[config.mk]
export PLATFORM = sky130hd
export DESIGN_NAME = modular_exponentiation
export DESIGN_NICKNAME = d
export VERILOG_FILES = /design/src/hdl/mexp_pkg.sv /design/src/hdl/mexp_mulmod.sv /design/src/hdl/modular_exponentiation.sv
export SDC_FILE = /design/constraint.sdc
export NUM_CORES = 2
export LEC_CHECK = 0
export BUFFER_PORTS_ARGS = -buffer_cell sky130_fd_sc_hd__clkbuf_2
export CORE_ASPECT_RATIO = 1.25
export CORE_MARGIN = 10
export CORE_UTILIZATION = 67
export CTS_BUF_LIST = sky130_fd_sc_hd__clkbuf_8
export DETAILED_ROUTE_END_ITERATION = 8
export PLACE_DENSITY = 0.95
export SLEW_MARGIN = 40
export SYNTH_ARGS = -nofsm -noshare
export SYNTH_HDL_FRONTEND = slang
export SYNTH_HIERARCHICAL = 1
export SYNTH_SLANG_ARGS = --single-unit
[constraint.sdc]
create_clock -name clk -period 10.8 [get_ports clk]
set_input_delay 2.16 -clock clk [delete_from_list [all_inputs] [get_ports clk]]
set_output_delay 2.16 -clock clk [all_outputs]
set_load 0.05 [all_outputs]
[src/hdl/mexp_pkg.sv]
// Shared beat types for the modular exponentiation block.
`default_nettype none
package mexp_pkg;

	typedef struct packed {
		logic [31:0] base;
		logic [31:0] exponent;
		logic [31:0] modulus;
	} req_t;

	typedef struct packed {
		logic [31:0] power_result;
		logic        bad_modulus;
	} rsp_t;

endpackage
`default_nettype wire

[src/hdl/mexp_mulmod.sv]
// Shared modular multiplier: a registered product, then a bit-serial restoring reduction.
`default_nettype none
module mexp_mulmod #(
	parameter int WIDTH = 32
) (
	input  wire logic             clk,
	input  wire logic             arst_n,
	input  wire logic             start,
	input  wire logic [WIDTH-1:0] op_a,
	input  wire logic [WIDTH-1:0] op_b,
	input  wire logic [WIDTH-1:0] modulus,
	output logic                  done,
	output logic [WIDTH-1:0]      remainder
);
	localparam int PW = 2 * WIDTH;
	localparam int CW = $clog2(PW + 1);

	logic [PW-1:0]    prod_q;
	logic [WIDTH-1:0] rem_q;
	logic [CW-1:0]    cnt_q;
	logic             busy_q;
	logic             done_q;
	logic [PW-1:0]    prod_w;
	logic [WIDTH:0]   trial;
	logic [WIDTH:0]   diff;
	logic             ge;
	logic [WIDTH-1:0] rem_next;

	assign prod_w   = {{WIDTH{1'b0}}, op_a} * {{WIDTH{1'b0}}, op_b};

	// Shift the next product bit into the partial remainder and subtract the
	// modulus when it fits; the remainder always stays below the modulus.
	assign trial    = {rem_q, prod_q[PW-1]};
	assign ge       = trial >= {1'b0, modulus};
	assign diff     = trial - {1'b0, modulus};
	assign rem_next = ge ? diff[WIDTH-1:0] : trial[WIDTH-1:0];

	always_ff @(posedge clk or negedge arst_n) begin
		if (!arst_n) begin
			busy_q <= 1'b0;
			done_q <= 1'b0;
			cnt_q  <= '0;
		end else begin
			done_q <= 1'b0;
			if (start) begin
				busy_q <= 1'b1;
				cnt_q  <= CW'(PW);
			end else if (busy_q) begin
				cnt_q <= cnt_q - CW'(1);
				if (cnt_q == CW'(1)) begin
					busy_q <= 1'b0;
					done_q <= 1'b1;
				end
			end
		end
	end

	always_ff @(posedge clk) begin
		if (start) begin
			prod_q <= prod_w;
			rem_q  <= '0;
		end else if (busy_q) begin
			prod_q <= {prod_q[PW-2:0], 1'b0};
			rem_q  <= rem_next;
		end
	end

	assign done      = done_q;
	assign remainder = rem_q;
endmodule
`default_nettype wire

[src/hdl/modular_exponentiation.sv]
// Top level of the modular exponentiation block: beat handshakes and the sequencer.
//
// Each request beat carries a base, an exponent and a modulus; the low WIDTH bits of
// each are used. The block returns base to the exponent modulo the modulus, scanning
// all WIDTH exponent bits from the top: square, then multiply by the base when the
// bit is set. Every product is exact at 2*WIDTH bits and reduced by one shared unit,
// a WIDTH-by-WIDTH multiplier followed by a bit-serial restoring reduction that takes
// one product bit per cycle. An item with a nonzero exponent and modulus takes between
// WIDTH+1 and 2*WIDTH modular multiplies. A zero exponent gives 1 and a zero modulus
// gives 0 with bad_modulus set; for both the item goes straight to the hold state, its
// response beat is offered once the result is handed to the response register, and the
// next request can be taken in the same cycle as that beat is first offered. The request
// side is stalled while an item is in work; a finished result waits in the hold state
// until the response register is free and then in that register, so a new request can
// be taken while the previous response beat is still stalled.
`default_nettype none
module modular_exponentiation #(
	parameter int WIDTH = 32
) (
	input  wire logic            clk,
	input  wire logic            arst_n,
	input  wire logic            req_valid,
	output logic                 req_stall,
	input  wire mexp_pkg::req_t  req,
	output logic                 rsp_valid,
	input  wire logic            rsp_stall,
	output mexp_pkg::rsp_t       rsp
);
	import mexp_pkg::*;

	localparam int IW = $clog2(WIDTH);

	typedef enum logic [3:0] {
		S_IDLE = 4'b0001,
		S_MUL  = 4'b0010,
		S_RED  = 4'b0100,
		S_HOLD = 4'b1000
	} state_t;

	state_t           state_q;
	logic [WIDTH-1:0] base_q;
	logic [WIDTH-1:0] exp_q;
	logic [WIDTH-1:0] mod_q;
	logic [WIDTH-1:0] acc_q;
	logic [IW-1:0]    bit_idx_q;
	logic             square_q;
	logic [WIDTH-1:0] fin_res_q;
	logic             fin_bad_q;
	rsp_t             rsp_q;
	logic             rsp_valid_q;

	logic             req_take;
	logic             rsp_take;
	logic             hand_off;
	logic             mm_start;
	logic             mm_done;
	logic [WIDTH-1:0] mm_rem;
	logic [WIDTH-1:0] mm_b;
	logic [WIDTH-1:0] in_base;
	logic [WIDTH-1:0] in_exp;
	logic [WIDTH-1:0] in_mod;

	assign in_base  = req.base[WIDTH-1:0];
	assign in_exp   = req.exponent[WIDTH-1:0];
	assign in_mod   = req.modulus[WIDTH-1:0];

	assign req_stall = (state_q != S_IDLE);
	assign req_take  = req_valid && (state_q == S_IDLE);
	assign rsp_take  = rsp_valid_q && !rsp_stall;

	// The finished result moves to the response register once that register is
	// empty or its beat is being taken in the same cycle.
	assign hand_off  = (state_q == S_HOLD) && (!rsp_valid_q || !rsp_stall);

	// The multiply operand is the accumulator itself on a squaring step and the
	// unreduced base otherwise.
	assign mm_start = (state_q == S_MUL);
	assign mm_b     = square_q ? acc_q : base_q;

	mexp_mulmod #(
		.WIDTH (WIDTH)
	) u_mulmod (
		.clk       (clk),
		.arst_n    (arst_n),
		.start     (mm_start),
		.op_a      (acc_q),
		.op_b      (mm_b),
		.modulus   (mod_q),
		.done      (mm_done),
		.remainder (mm_rem)
	);

	always_ff @(posedge clk or negedge arst_n) begin
		if (!arst_n) begin
			state_q     <= S_IDLE;
			rsp_valid_q <= 1'b0;
		end else begin
			if (hand_off) begin
				rsp_valid_q <= 1'b1;
			end else if (rsp_take) begin
				rsp_valid_q <= 1'b0;
			end
			unique case (state_q)
				S_IDLE: begin
					if (req_take) begin
						if (in_mod == '0 || in_exp == '0) begin
							state_q <= S_HOLD;
						end else begin
							state_q <= S_MUL;
						end
					end
				end
				S_MUL: begin
					state_q <= S_RED;
				end
				S_RED: begin
					if (mm_done) begin
						if (square_q && exp_q[bit_idx_q]) begin
							state_q <= S_MUL;
						end else if (bit_idx_q == '0) begin
							state_q <= S_HOLD;
						end else begin
							state_q <= S_MUL;
						end
					end
				end
				S_HOLD: begin
					// Hand the result over once the response register is free.
					if (hand_off) begin
						state_q <= S_IDLE;
					end
				end
				default: begin
					state_q <= S_IDLE;
				end
			endcase
		end
	end

	always_ff @(posedge clk) begin
		if (req_take) begin
			base_q    <= in_base;
			exp_q     <= in_exp;
			mod_q     <= in_mod;
			acc_q     <= WIDTH'(1);
			bit_idx_q <= IW'(WIDTH - 1);
			square_q  <= 1'b1;
			fin_bad_q <= (in_mod == '0);
			fin_res_q <= (in_mod == '0) ? '0 : WIDTH'(1);
		end
		if (state_q == S_RED && mm_done) begin
			acc_q <= mm_rem;
			if (square_q && exp_q[bit_idx_q]) begin
				square_q <= 1'b0;
			end else begin
				square_q  <= 1'b1;
				bit_idx_q <= bit_idx_q - IW'(1);
				fin_res_q <= mm_rem;
			end
		end
		if (hand_off) begin
			rsp_q.power_result <= 32'(fin_res_q);
			rsp_q.bad_modulus  <= fin_bad_q;
		end
	end

	assign rsp_valid = rsp_valid_q;
	assign rsp       = rsp_q;
endmodule
`default_nettype wire

==> key figures <==
Route
  – Drt total wl: 142400 um
  – Vias post-DR: 36500
  – Initial DRT Pass Iterations: 9
  – # DRC: 0
  – Final ANT Viol Nets: 0
  – Vias per cell: 6.304
  – Wire length per cell: 24.59 um
  – Drt initial violations: 3873

Timing
  – Worst-Margin Slew: 875.3 ps
  – Min Tclk post-route: 9286 ps
  – Final setup viols: 0
  – Rel. slew slack: 0.4165
  – Clock skew after layout: 42.42 ps
  – Post-route clock period utilization: 0.8599
  – Max Clk Rate: 107.7 MHz
  – Final Hold Viols: 0
  – Setup_tns: 0 ps
  – Pins over their slew limit: 0
  – Unrepaired setup endpoints after global routing: no

Synth
  – Syn Nets: 6116
  – Synth unique cells: 95
  – Sequential-to-total area share from yosys stat: 0.1802
  – Synth async-reset ratio: 0.04516
  – Syn_area_per_cell: 9.842 um^2
  – Post-synth EDFFs: 227
  – Flops & latches, synth: 310
  – Most used flip-flop cell after synthesis: edfxtp_1
  – Ys Warns: 6
  – Synth Instances: 4821
  – Mapped cell area: 47450 um^2

Clock tree
  – Hold_buf cts: 0
  – Postcts setup bufs: 0
  – CTS resizes: 0
  – Longest Clk Path Bufs: 3
  – Clk_lat worst skew: 660 ps
  – Clk sinks: 310
  – CTS tree: yes
  – Root Buffer: clkbuf_8
  – Clk slew on worst S/H paths: 60 ps
  – Inserted Clock Buffers: 50
  – CTS H-tree depth: 2

Setup path
  – Critical Path AT: 9660 ps
  – Slowest stage delay, CP: 820 ps
  – Critical path, cell by cell: buf_4 > mux2_2 > nand2_1 > fa_1 > fa_1 > fa_1 > fa_1 > inv_1 > fa_1 > fa_1 > fa_1 > inv_1 > fa_1 > inv_1 > ha_1 > nand4_1 > nor2_1 > nand4_1 > a31oi_1 > nor3_1 > o31ai_1 > a31oi_1 > xnor2_1 > mux2_2
  – Req. time, crit path: 11180 ps
  – Crit. End Element: register
  – Critical path class: reg -> reg
  – CP Launch Type: register
  – Critical-path top delay cell: mux2_2
  – CP Max Fanout: 34
  – Worst path most repeated cell: fa_1

Floorplanning
  – Die W: 258.0 um
  – Die H: 317.5 um
  – Row count: 109
  – Boundary Pins: 135
  – DIE AREA: 81930 um^2
  – Core box area: 70510 um^2
  – Initial Util: 0.6729

Min path
  – Type of the worst min-delay path: reg -> reg

Final layout
  – Area growth syn-to-layout: 4.899%
  – Final Net Count: 6092
  – Layout cells sized above 1: 0.08227

GRT
  – Antenna violations before repair: 11
  – Overflow after GRT: 0
  – Total track usage: 0.3500
  – Largest net degree at the start of global routing: 67
  – First-pass GRT wire length: 220800 um
  – Vias in the first global route: 40730

Run
  – MaxCap Viol Count: 0

Placement
  – IO buf count: 134
  – RD Place Congestion: 1.043
  – DP Wirelength: 103200 um

Outcome
  – Status: complete, no violations
==> cell families (layout without fill, tap and decap cells) <==
logic type,Yosys count,after routing,synth area share
multiplexers,158,158,0.03729
other,0,8,0
AND/OR/NAND/NOR,1472,1472,0.1565
AO/OA/AOI/OAI,398,398,0.05609
adder cells (fa/ha/maj),1195,1195,0.4570
XOR/XNOR,87,87,0.01606
buffers and inverters,1201,1218,0.09683
flip-flops,310,310,0.1802
==> worst paths after layout <==
kind                               start             endpoint  slack [ps]  cells past startpoint
max                             square_q  u_mulmod/prod_q[60]        1510                     24
min                        fin_res_q[29]              rsp[30]         410                      0
max reg2reg                     square_q  u_mulmod/prod_q[60]        1510                     24
min reg2reg                fin_res_q[29]              rsp[30]         410                      0
max in group asynchronous         arst_n      u_mulmod/busy_q        9010                      1
min in group asynchronous         arst_n        u_mulmod/done        1440                      1
==> state kept, by name, indices dropped and copies added (netlist names) <==
name and flops:
acc_q 32, base_q 32, bit_idx_q 5, exp_q 32
fin_bad_q 1, fin_res_q 32, mod_q 32, rsp 33
rsp_valid 1, square_q 1, state_q 4, u_mulmod/busy_q 1
u_mulmod/cnt_q 7, u_mulmod/done 1, u_mulmod/prod_q 64, u_mulmod/remainder 32
==> critical path: cells and delay by family (launching register included) <==
family                     cells  cell delay, ps
adders and majority gates      9            4710
muxes                          2            1100
AOI/OAI and AO/OA              3             980
and+or+nand+nor                5             960
buffers and inverters          4             660
DFF                            1             330
xor gates and xnor gates       1             190
==> through the flow <==
stage                 util  std cells  area (um^2)  setup WS (ps)  hold slack [ps]
floorplan                -       4821        47450           2748            400.3
global placement    0.6898       5687        48640           2042            402.3
detailed placement  0.6902       5688        48660           1928            412.6
CTS                 0.7056       5781        49750           1835            392.3
global route        0.7057       5784        49760           1309            401.6
finish              0.7059       5789        49770           1514            410.0
==> synth_stat cells (7+ instances only) <==
cell type	number	area share
or3_1	9	0.0012
and2_1	596	0.079
a21oi_1	124	0.013
a211oi_1	29	0.0046
o21ai_0	53	0.0056
o31ai_1	9	0.0014
nand2b_1	7	0.00092
clkbuf_1	240	0.019
edfxtp_1	227	0.14
xnor2_1	56	0.010
o21bai_1	19	0.0030
and3_1	11	0.0015
mux2i_1	68	0.014
nand4_1	36	0.0047
o21ai_1	24	0.0025
ha_1	298	0.079
dfrtp_1	13	0.0069
a21o_1	30	0.0047
nor3_1	20	0.0021
inv_1	937	0.074
nor4_1	20	0.0026
mux2_2	81	0.019
buf_2	10	0.0011
xor2_1	31	0.0057
nand3_1	20	0.0021
fa_1	897	0.38
o21a_1	22	0.0035
a31oi_1	15	0.0020
nor2b_1	7	0.00092
o211ai_1	9	0.0014
nand2_1	578	0.046
dfxtp_1	69	0.029
nor2_1	145	0.011
==> final cells by class <==
cell class,instances,area (um^2)
clock buffers,57,784.5
diodes,8,20.02
flip-flops and latches,310,8551
well taps,943,1180
fillers,4664,20740
inverters,938,3523
repair buffers,187,1085
clock inverters,36,301.5
multi-input cells,3310,34330
==> cells in the final DEF, fill, tap and decap left out, types with 53 or more instances in the layout <==
cell      instances
a21oi_1         123
and2_1          596
clkbuf_2        134
clkbuf_8         57
dfxtp_1          69
edfxtp_1        227
fa_1            897
ha_1            298
inv_1           946
mux2_2           81
mux2i_1          68
nand2_1         578
nor2_1          145
o21ai_0          53
xnor2_1          56
==> layer usage <==
metal,wire length (um),global-route usage
met1,43370,0.3684
met5,88,0.0006031
met4,14150,0.2861
met3,16480,0.1060
met2,68280,0.5739
Power is left out: the tool's default activity adds up to more than one toggle a clock period on the data nets, which glitch-free logic cannot reach.
